$ cat config.mk
export PLATFORM = sky130hd
export DESIGN_NAME = fit_policy_block_allocator_top_flat
export DESIGN_NICKNAME = d
export VERILOG_FILES = /design/src/sv/fpba_pkg.sv /design/src/sv/fpba_if.sv /design/src/sv/fit_policy_block_allocator_top.sv /design/src/flat_wrapper.sv
export SDC_FILE = /design/constraint.sdc
export NUM_CORES = 1
export LEC_CHECK = 0
export BUFFER_PORTS_ARGS = -buffer_cell sky130_fd_sc_hd__buf_2
export CORE_MARGIN = 10
export CORE_UTILIZATION = 62
export CTS_CLUSTER_DIAMETER = 60
export DETAILED_ROUTE_END_ITERATION = 10
export PLACE_DENSITY = 0.79
export SLEW_MARGIN = 15
export SYNTH_ARGS = -nofsm -noshare
export SYNTH_HDL_FRONTEND = slang
export SYNTH_SLANG_ARGS = --single-unit
$ cat constraint.sdc
create_clock -name i_clk -period 4.57 [get_ports i_clk]
set_input_delay 0.2285 -clock i_clk [delete_from_list [all_inputs] [get_ports i_clk]]
set_output_delay 0.2285 -clock i_clk [all_outputs]
set_load 0.01 [all_outputs]
$ cat src/sv/fpba_pkg.sv
// Shared types, widths and codes of the fit-policy block allocator.
// Depends on nothing; every other file of the block imports it.
package fpba_pkg;

    localparam int MAX_BLOCKS = 16;
    localparam int SIZE_BITS  = 16;

    // Fixed field widths of the request and response beats.
    localparam int OP_W     = 3;
    localparam int REQ_W    = 16;
    localparam int STATUS_W = 2;
    localparam int CSIZE_W  = 16;
    localparam int POS_W    = 4;

    // Table index and fill count widths.
    localparam int IDX_W = (MAX_BLOCKS > 1) ? $clog2(MAX_BLOCKS) : 1;
    localparam int CNT_W = $clog2(MAX_BLOCKS + 1);

    localparam logic [OP_W-1:0] OP_INIT  = 3'd0;
    localparam logic [OP_W-1:0] OP_ADD   = 3'd1;
    localparam logic [OP_W-1:0] OP_FIRST = 3'd2;
    localparam logic [OP_W-1:0] OP_BEST  = 3'd3;
    localparam logic [OP_W-1:0] OP_WORST = 3'd4;
    localparam logic [OP_W-1:0] OP_FREE  = 3'd5;

    localparam logic [STATUS_W-1:0] ST_DONE = 2'd0;
    localparam logic [STATUS_W-1:0] ST_NONE = 2'd1;
    localparam logic [STATUS_W-1:0] ST_FULL = 2'd2;

    // One table entry as stored in the block memory.
    typedef struct packed {
        logic                 free;
        logic [SIZE_BITS-1:0] size;
    } t_entry;

endpackage

$ cat src/sv/fpba_if.sv
// Valid/ready channels of the fit-policy block allocator: request and response.
// Depends on fpba_pkg for the field widths.
interface fpba_req_if;
    import fpba_pkg::*;

    logic              valid;
    logic              ready;
    logic [OP_W-1:0]   opcode;
    logic [REQ_W-1:0]  request_size;

    modport source (output valid, output opcode, output request_size, input ready);
    modport sink   (input valid, input opcode, input request_size, output ready);
endinterface

interface fpba_rsp_if;
    import fpba_pkg::*;

    logic                valid;
    logic                ready;
    logic [STATUS_W-1:0] status;
    logic [CSIZE_W-1:0]  chosen_size;
    logic [POS_W-1:0]    chosen_position;

    modport source (output valid, output status, output chosen_size,
                    output chosen_position, input ready);
    modport sink   (input valid, input status, input chosen_size,
                    input chosen_position, output ready);
endinterface

$ cat src/sv/fit_policy_block_allocator_top.sv
// Fit-policy block allocator: a table of up to MAX_BLOCKS blocks (size plus
// free mark) held in one synchronous memory, entry 0 being the oldest block.
// Each request beat yields exactly one response beat. Init, and an add to a
// table that is not full, write the memory once. First, best and worst fit and
// free read the table from the newest entry down, one entry per cycle through
// the single read port, then write the chosen entry back; first fit and free
// stop at the first hit and a miss skips the write-back. Requests are taken
// one at a time; a finished response waits in the output register while the
// next request is already accepted, and a response that is still waiting
// holds the following one back. The table contents are undefined after reset
// and only the fill count and control state are cleared, so no clearing pass
// is needed.
module fit_policy_block_allocator_top (
    input  logic       i_clk,
    input  logic       i_rst_n,
    fpba_req_if.sink   i_req,
    fpba_rsp_if.source o_rsp
);
    import fpba_pkg::*;

    localparam logic [1:0] S_IDLE  = 2'd0;
    localparam logic [1:0] S_SCAN  = 2'd1;
    localparam logic [1:0] S_WRITE = 2'd2;
    localparam logic [1:0] S_DONE  = 2'd3;

    localparam int WIDE_W = (CNT_W > POS_W) ? CNT_W : POS_W;

    t_entry r_mem [MAX_BLOCKS];
    t_entry r_rd_data;

    logic [1:0]           r_state, n_state;
    logic [CNT_W-1:0]     r_count, n_count;
    logic [OP_W-1:0]      r_op, n_op;
    logic [SIZE_BITS-1:0] r_req, n_req;
    logic [IDX_W-1:0]     r_addr, n_addr;
    logic [CNT_W-1:0]     r_left, n_left;
    logic                 r_eval, n_eval;
    logic [IDX_W-1:0]     r_eval_idx, n_eval_idx;
    logic                 r_found, n_found;
    logic [IDX_W-1:0]     r_pick, n_pick;
    logic [SIZE_BITS-1:0] r_pick_size, n_pick_size;
    logic [STATUS_W-1:0]  r_status, n_status;

    logic                 r_out_valid, n_out_valid;
    logic [STATUS_W-1:0]  r_out_status, n_out_status;
    logic [CSIZE_W-1:0]   r_out_size, n_out_size;
    logic [POS_W-1:0]     r_out_pos, n_out_pos;

    logic                 w_accept;
    logic                 w_we;
    logic [IDX_W-1:0]     w_waddr;
    t_entry               w_wdata;
    logic                 w_hit;
    logic                 w_better;
    logic                 w_stop;
    logic [WIDE_W-1:0]    w_pos_wide;

    assign i_req.ready = (r_state == S_IDLE);
    assign w_accept    = i_req.valid && i_req.ready;

    assign o_rsp.valid           = r_out_valid;
    assign o_rsp.status          = r_out_status;
    assign o_rsp.chosen_size     = r_out_size;
    assign o_rsp.chosen_position = r_out_pos;

    // Position counted from the newest block.
    assign w_pos_wide = WIDE_W'(r_count) - WIDE_W'(r_pick) - WIDE_W'(1);

    always_comb begin
        n_state     = r_state;
        n_count     = r_count;
        n_op        = r_op;
        n_req       = r_req;
        n_addr      = r_addr;
        n_left      = r_left;
        n_eval      = r_eval;
        n_eval_idx  = r_eval_idx;
        n_found     = r_found;
        n_pick      = r_pick;
        n_pick_size = r_pick_size;
        n_status    = r_status;
        n_out_valid  = r_out_valid && !o_rsp.ready;
        n_out_status = r_out_status;
        n_out_size   = r_out_size;
        n_out_pos    = r_out_pos;
        w_we        = 1'b0;
        w_waddr     = r_pick;
        w_wdata     = '{free: 1'b1, size: r_req};
        w_hit       = 1'b0;
        w_better    = 1'b0;
        w_stop      = 1'b0;

        unique case (r_state)
            S_IDLE: begin
                if (w_accept) begin
                    n_op        = i_req.opcode;
                    n_req       = SIZE_BITS'(i_req.request_size);
                    n_status    = ST_DONE;
                    n_found     = 1'b0;
                    n_pick      = '0;
                    n_pick_size = '0;
                    n_eval      = 1'b0;
                    n_left      = r_count;
                    n_addr      = IDX_W'(r_count - CNT_W'(1));
                    n_state     = S_DONE;
                    w_wdata     = '{free: 1'b1, size: SIZE_BITS'(i_req.request_size)};
                    unique case (i_req.opcode)
                        OP_INIT: begin
                            w_we    = 1'b1;
                            w_waddr = '0;
                            n_count = CNT_W'(1);
                        end
                        OP_ADD: begin
                            if (r_count >= CNT_W'(MAX_BLOCKS)) begin
                                n_status = ST_FULL;
                            end else begin
                                w_we    = 1'b1;
                                w_waddr = IDX_W'(r_count);
                                n_count = r_count + CNT_W'(1);
                            end
                        end
                        OP_FIRST, OP_BEST, OP_WORST, OP_FREE: begin
                            n_state = S_SCAN;
                        end
                        default: begin
                            n_state = S_DONE;
                        end
                    endcase
                end
            end
            S_SCAN: begin
                // Judge the entry read in the previous cycle.
                if (r_eval) begin
                    if (r_op == OP_FREE) begin
                        w_hit = !r_rd_data.free && (r_rd_data.size == r_req);
                    end else begin
                        w_hit = r_rd_data.free && (r_rd_data.size >= r_req);
                    end
                    w_better = !r_found
                        || ((r_op == OP_BEST) && (r_rd_data.size < r_pick_size))
                        || ((r_op == OP_WORST) && (r_rd_data.size > r_pick_size));
                    if (w_hit && w_better) begin
                        n_found     = 1'b1;
                        n_pick      = r_eval_idx;
                        n_pick_size = r_rd_data.size;
                    end
                    w_stop = w_hit && ((r_op == OP_FIRST) || (r_op == OP_FREE));
                end
                if (!w_stop && (r_left != '0)) begin
                    n_eval     = 1'b1;
                    n_eval_idx = r_addr;
                    n_addr     = r_addr - IDX_W'(1);
                    n_left     = r_left - CNT_W'(1);
                end else begin
                    n_eval = 1'b0;
                end
                if (w_stop || (r_left == '0)) begin
                    if (n_found) begin
                        n_state = S_WRITE;
                    end else begin
                        n_status = ST_NONE;
                        n_state  = S_DONE;
                    end
                end
            end
            S_WRITE: begin
                w_we    = 1'b1;
                w_waddr = r_pick;
                w_wdata = '{free: (r_op == OP_FREE), size: r_pick_size};
                n_state = S_DONE;
            end
            S_DONE: begin
                if (!r_out_valid || o_rsp.ready) begin
                    n_out_valid  = 1'b1;
                    n_out_status = r_status;
                    n_out_size   = r_found ? CSIZE_W'(r_pick_size) : '0;
                    n_out_pos    = r_found ? w_pos_wide[POS_W-1:0] : '0;
                    n_state      = S_IDLE;
                end
            end
        endcase
    end

    // Block memory; a write-back always lands before the next request's reads.
    // The entry addressed in this cycle is judged in the next one, beside its index.
    always_ff @(posedge i_clk) begin
        if (w_we) begin
            r_mem[w_waddr] <= w_wdata;
        end
        r_rd_data <= r_mem[r_addr];
    end

    always_ff @(posedge i_clk) begin
        if (!i_rst_n) begin
            r_state     <= S_IDLE;
            r_count     <= '0;
            r_eval      <= 1'b0;
            r_found     <= 1'b0;
            r_out_valid <= 1'b0;
        end else begin
            r_state     <= n_state;
            r_count     <= n_count;
            r_eval      <= n_eval;
            r_found     <= n_found;
            r_out_valid <= n_out_valid;
        end
    end

    always_ff @(posedge i_clk) begin
        r_op         <= n_op;
        r_req        <= n_req;
        r_addr       <= n_addr;
        r_left       <= n_left;
        r_eval_idx   <= n_eval_idx;
        r_pick       <= n_pick;
        r_pick_size  <= n_pick_size;
        r_status     <= n_status;
        r_out_status <= n_out_status;
        r_out_size   <= n_out_size;
        r_out_pos    <= n_out_pos;
    end

`ifndef SYNTHESIS
    a_count_bound: assert property (@(posedge i_clk) disable iff (!i_rst_n)
        r_count <= CNT_W'(MAX_BLOCKS))
        else $error("block count exceeds table depth");

    a_full_add_keeps_count: assert property (@(posedge i_clk) disable iff (!i_rst_n)
        (w_accept && (i_req.opcode == OP_ADD) && (r_count == CNT_W'(MAX_BLOCKS)))
        |=> $stable(r_count))
        else $error("add on a full table changed the count");

    a_init_count: assert property (@(posedge i_clk) disable iff (!i_rst_n)
        (w_accept && (i_req.opcode == OP_INIT)) |=> (r_count == CNT_W'(1)))
        else $error("init did not leave one block");

    a_pick_in_table: assert property (@(posedge i_clk) disable iff (!i_rst_n)
        (r_state == S_WRITE) |-> (CNT_W'(r_pick) < r_count))
        else $error("chosen entry lies beyond the filled table");

    a_none_is_zero: assert property (@(posedge i_clk) disable iff (!i_rst_n)
        (o_rsp.valid && (o_rsp.status != ST_DONE))
        |-> ((o_rsp.chosen_size == '0) && (o_rsp.chosen_position == '0)))
        else $error("failed request reports a block");
`endif

endmodule

$ cat src/flat_wrapper.sv
// flat-port wrapper written by rule: the top's interface ports become plain ports
module fit_policy_block_allocator_top_flat import fpba_pkg::*;
  (i_clk, i_rst_n, i_req_valid, i_req_opcode, i_req_request_size, i_req_ready, o_rsp_valid, o_rsp_status, o_rsp_chosen_size, o_rsp_chosen_position, o_rsp_ready);
  fpba_req_if i_req_i ();
  fpba_rsp_if o_rsp_i ();
  input  logic i_clk;
  input  logic i_rst_n;
  input wire logic [$bits(i_req_i.valid)-1:0] i_req_valid;
  input wire logic [$bits(i_req_i.opcode)-1:0] i_req_opcode;
  input wire logic [$bits(i_req_i.request_size)-1:0] i_req_request_size;
  output wire logic [$bits(i_req_i.ready)-1:0] i_req_ready;
  output wire logic [$bits(o_rsp_i.valid)-1:0] o_rsp_valid;
  output wire logic [$bits(o_rsp_i.status)-1:0] o_rsp_status;
  output wire logic [$bits(o_rsp_i.chosen_size)-1:0] o_rsp_chosen_size;
  output wire logic [$bits(o_rsp_i.chosen_position)-1:0] o_rsp_chosen_position;
  input wire logic [$bits(o_rsp_i.ready)-1:0] o_rsp_ready;
  assign i_req_i.valid = i_req_valid;
  assign i_req_i.opcode = i_req_opcode;
  assign i_req_i.request_size = i_req_request_size;
  assign i_req_ready = i_req_i.ready;
  assign o_rsp_valid = o_rsp_i.valid;
  assign o_rsp_status = o_rsp_i.status;
  assign o_rsp_chosen_size = o_rsp_i.chosen_size;
  assign o_rsp_chosen_position = o_rsp_i.chosen_position;
  assign o_rsp_i.ready = o_rsp_ready;
  fit_policy_block_allocator_top u_core (.i_clk(i_clk), .i_rst_n(i_rst_n), .i_req(i_req_i), .o_rsp(o_rsp_i));
endmodule
==> flow_summary.rst <==
.. list-table::
   :header-rows: 1

   * - Metric
     - Value
   * - Result of the run
     - completed
   * - DR iter-0 viols
     - 919
   * - CP required
     - 4.71 ns
   * - Power per cell area
     - 674 nW/µm²
   * - Area fraction of the dominant cell type after synthesis
     - 0.675
   * - Final weighted congestion in routability-driven placement
     - 0.855
   * - Total length of routed wires
     - 32500 µm
   * - Post-detailed-route via-to-cell ratio
     - 6.28
   * - Number of port buffers
     - 46
   * - Part of the Yosys area used for sequential elements
     - 0.710
   * - Number of antenna violations at the first check in global routing
     - 1
   * - Detailed-route wire length per cell
     - 25.3 µm
   * - Synth cell types
     - 60
   * - Die Span X
     - 178 µm
   * - Post-route minimum period
     - 3.77 ns
   * - Clock tree root driver cell
     - sky130_fd_sc_hd__clkbuf_16
   * - Worst ir drop on vdd
     - 0.428 mV
   * - Router iterations before antenna repair
     - 7
   * - Post-route DRC violation count
     - 0
   * - Routed via count
     - 8075
   * - Post-synth EDFFs
     - 348
   * - Top flip-flop cell by instance count after synthesis
     - sky130_fd_sc_hd__edfxtp_1
   * - Hold violation count in the final report
     - 0
   * - Initial cell density of the core
     - 0.633
   * - Tot Pwr
     - 0.0118 W
   * - Row Count
     - 57
   * - Clock latency at the later pin of the worst-skew pair
     - 0.52 ns
   * - Register bit count reported by yosys
     - 375
   * - Count of placed standard cells including taps
     - 1198
   * - HPWL after DPL
     - 20300 µm
   * - Area of placed instances
     - 16100 µm²
   * - Element type at the critical path start
     - register
   * - Cell type with the largest total area after synthesis
     - sky130_fd_sc_hd__edfxtp_1
   * - WP data arrival
     - 3.91 ns
   * - CTS buffer count
     - 38
   * - CTS tree
     - done
   * - FFs w/ async S/R, synth
     - 0
   * - Top cells by count, synth
     - sky130_fd_sc_hd__edfxtp_1 (348), sky130_fd_sc_hd__mux4_2 (85), sky130_fd_sc_hd__inv_1 (64)
   * - Static leakage power
     - 6.16 nW
   * - Worst hold path type
     - in -> reg
   * - Final total negative setup slack
     - 0 ns
   * - Count of clock tree sinks
     - 375
   * - Global-route wire length before repair
     - 50300 µm
   * - Overall global routing resource usage
     - 0.210
   * - Setup Crit Path Kind
     - reg -> reg
   * - F_max
     - 0.265 GHz
   * - Diodes inserted
     - 0
   * - Tightest Pin Transition
     - 1.08 ns
   * - Vias in the first global route
     - 8273
   * - Final critical-path share of the clock period
     - 0.824
   * - Die Height
     - 178 µm
   * - Fraction of layout instances using a drive strength above 1
     - 0.238
   * - Largest buffer count on any clock path
     - 3
   * - Leading post-synthesis cells by cell area
     - sky130_fd_sc_hd__edfxtp_1 (67%), sky130_fd_sc_hd__mux4_2 (12%), sky130_fd_sc_hd__ha_1 (3.6%), sky130_fd_sc_hd__dfxtp_1 (3.5%), sky130_fd_sc_hd__and2_1 (1.7%)
   * - Setup violations, final
     - 0
   * - Area of the core
     - 24500 µm²
   * - CTS H-Tree Depth
     - 2
   * - Global route total overflow
     - 0
   * - Unrepaired setup endpoints after global routing
     - false
   * - Count of non-filler cells in the finished layout
     - 1286
   * - Final antenna-violating net count
     - 0
   * - Total nets after synthesis
     - 920
   * - Max Slew Vio Count
     - 0
   * - Design area
     - 17500 µm²
   * - Avg Inst Size Synth
     - 18.2 µm²
   * - Post-Route Hold Slack
     - 0.0284 ns
   * - Number of nets at the end of the flow
     - 1002
   * - Gate Count Post-Synth
     - 851
   * - Largest fanout of any net on the critical path
     - 35
   * - Cell area after technology mapping
     - 15500 µm²
   * - Largest net degree at the start of global routing
     - 71
   * - Worst setup EP type
     - register
   * - Max Cap Violations
     - 0
   * - Top-level I/O count
     - 47
   * - Library cell with the highest instance count after synthesis
     - sky130_fd_sc_hd__edfxtp_1
   * - Yosys warns
     - 0
   * - Syn-to-layout area delta
     - 13.1%
   * - Slew margin rel.
     - 0.276
   * - Die Area
     - 31700 µm²
   * - Clock input transition at the sequential cells of the worst setup and hold paths
     - 0.06 ns
   * - Final clock skew
     - 0.0172 ns
-- per-layer routing --
layer / up-vias / track usage / wire [µm] / part of all wire
li1: 3523 / - / - / -
met1: 4139 / 0.300 / 13700 / 0.42
met2: 357 / 0.328 / 15500 / 0.48
met3: 54 / 0.0385 / 2620 / 0.080
met4: 2 / 0.0597 / 692 / 0.021
met5: - / 0 / 8 / 0.00025
-- layout by cell type, fill, tap and decap left out, types with 6 or more instances in the layout --
master,instances
sky130_fd_sc_hd__ha_1,45
sky130_fd_sc_hd__nand2_1,25
sky130_fd_sc_hd__dlygate4sd3_1,19
sky130_fd_sc_hd__a21oi_1,17
sky130_fd_sc_hd__nand4_1,7
sky130_fd_sc_hd__dfxtp_1,27
sky130_fd_sc_hd__nor2_2,13
sky130_fd_sc_hd__buf_2,46
sky130_fd_sc_hd__clkbuf_1,6
sky130_fd_sc_hd__a222oi_1,14
sky130_fd_sc_hd__buf_4,14
sky130_fd_sc_hd__clkbuf_16,38
sky130_fd_sc_hd__inv_1,64
sky130_fd_sc_hd__and2_1,41
sky130_fd_sc_hd__o21ai_0,10
sky130_fd_sc_hd__mux4_2,85
sky130_fd_sc_hd__nor2_1,18
sky130_fd_sc_hd__edfxtp_1,348
sky130_fd_sc_hd__clkinv_1,9
-- power by group --
| group | internal [W] | switching (W) |
|---|---|---|
| Sequential | 0.00489 | 0.000309 |
| Combinational | 0.00137 | 0.00226 |
| Clock | 0.00171 | 0.00126 |
| Total | 0.00797 | 0.00383 |
-- cell type report --
class,instances,area (µm²)
repair buffers,79,526
well taps,324,405
clock inverters,25,221
multi-input cells,375,4150
inverters,64,240
clock buffers,44,973
fillers,1473,6960
flip-flops and latches,375,11000
-- path summary, 6_finish.rpt --
| path | startpoint | end | slack, ns | depth (start not counted) |
|---|---|---|---|---|
| worst max-delay path | u_core.r_state[0] | u_core.r_mem[0][15] | 0.80 | 8 |
| worst min-delay path | i_rst_n | u_core.r_found | 0.03 | 3 |
| worst min register to register | u_core.r_status[0] | u_core.o_rsp.status[0] | 0.44 | 0 |
| worst max register to register | u_core.r_state[0] | u_core.r_mem[0][15] | 0.80 | 8 |
-- metrics by stage --
step                 util  setup slack (ns)
finish              0.716             0.803
global route        0.716             0.582
CTS                 0.716             0.805
detailed placement  0.659             0.796
global placement    0.659             0.961
floorplan               -             0.489
-- sequential cells by signal (all words and copies together), names as in the netlist, 2 cells and up --
signal / cells
u_core.r_req: 16
u_core.r_pick: 4
u_core.r_count: 5
u_core.r_left: 5
u_core.r_status: 2
u_core.r_op: 3
u_core.o_rsp.chosen_size: 16
u_core.o_rsp.chosen_position: 4
u_core.r_eval_idx: 4
u_core.o_rsp.status: 2
u_core.r_mem: 272
u_core.r_addr: 4
u_core.r_rd_data: 17
u_core.r_pick_size: 16
u_core.r_state: 2
-- cells by family after synthesis --
| kind of cell | count (synthesis) | synth area share |
|---|---|---|
| flops | 375 | 0.710 |
| simple gates | 148 | 0.0528 |
| buf+inv | 101 | 0.0263 |
| mux | 91 | 0.128 |
| compound gates | 80 | 0.0402 |
| fa+ha+maj | 46 | 0.0377 |
| xor+xnor | 10 | 0.00566 |
-- critical path: stages, from the launching register on --
cell and delay [ns]:
sky130_fd_sc_hd__dfxtp_1 0.35, sky130_fd_sc_hd__inv_1 0.12, sky130_fd_sc_hd__ha_1 0.42, sky130_fd_sc_hd__and2_4 0.24, sky130_fd_sc_hd__buf_4 0.39, sky130_fd_sc_hd__o311ai_4 0.27
sky130_fd_sc_hd__a22o_1 0.31, sky130_fd_sc_hd__or3_1 0.47, sky130_fd_sc_hd__nor2_2 0.79
-- what timing repair did --
action | in CTS | in global routing
endpoints found under the hold margin | 19 | 0
hold buffers | 19 | 0
gates resized for setup | 0 | 0
buffers inserted | 0 | 0
Note: power is estimated with default switching activity, not from simulation.
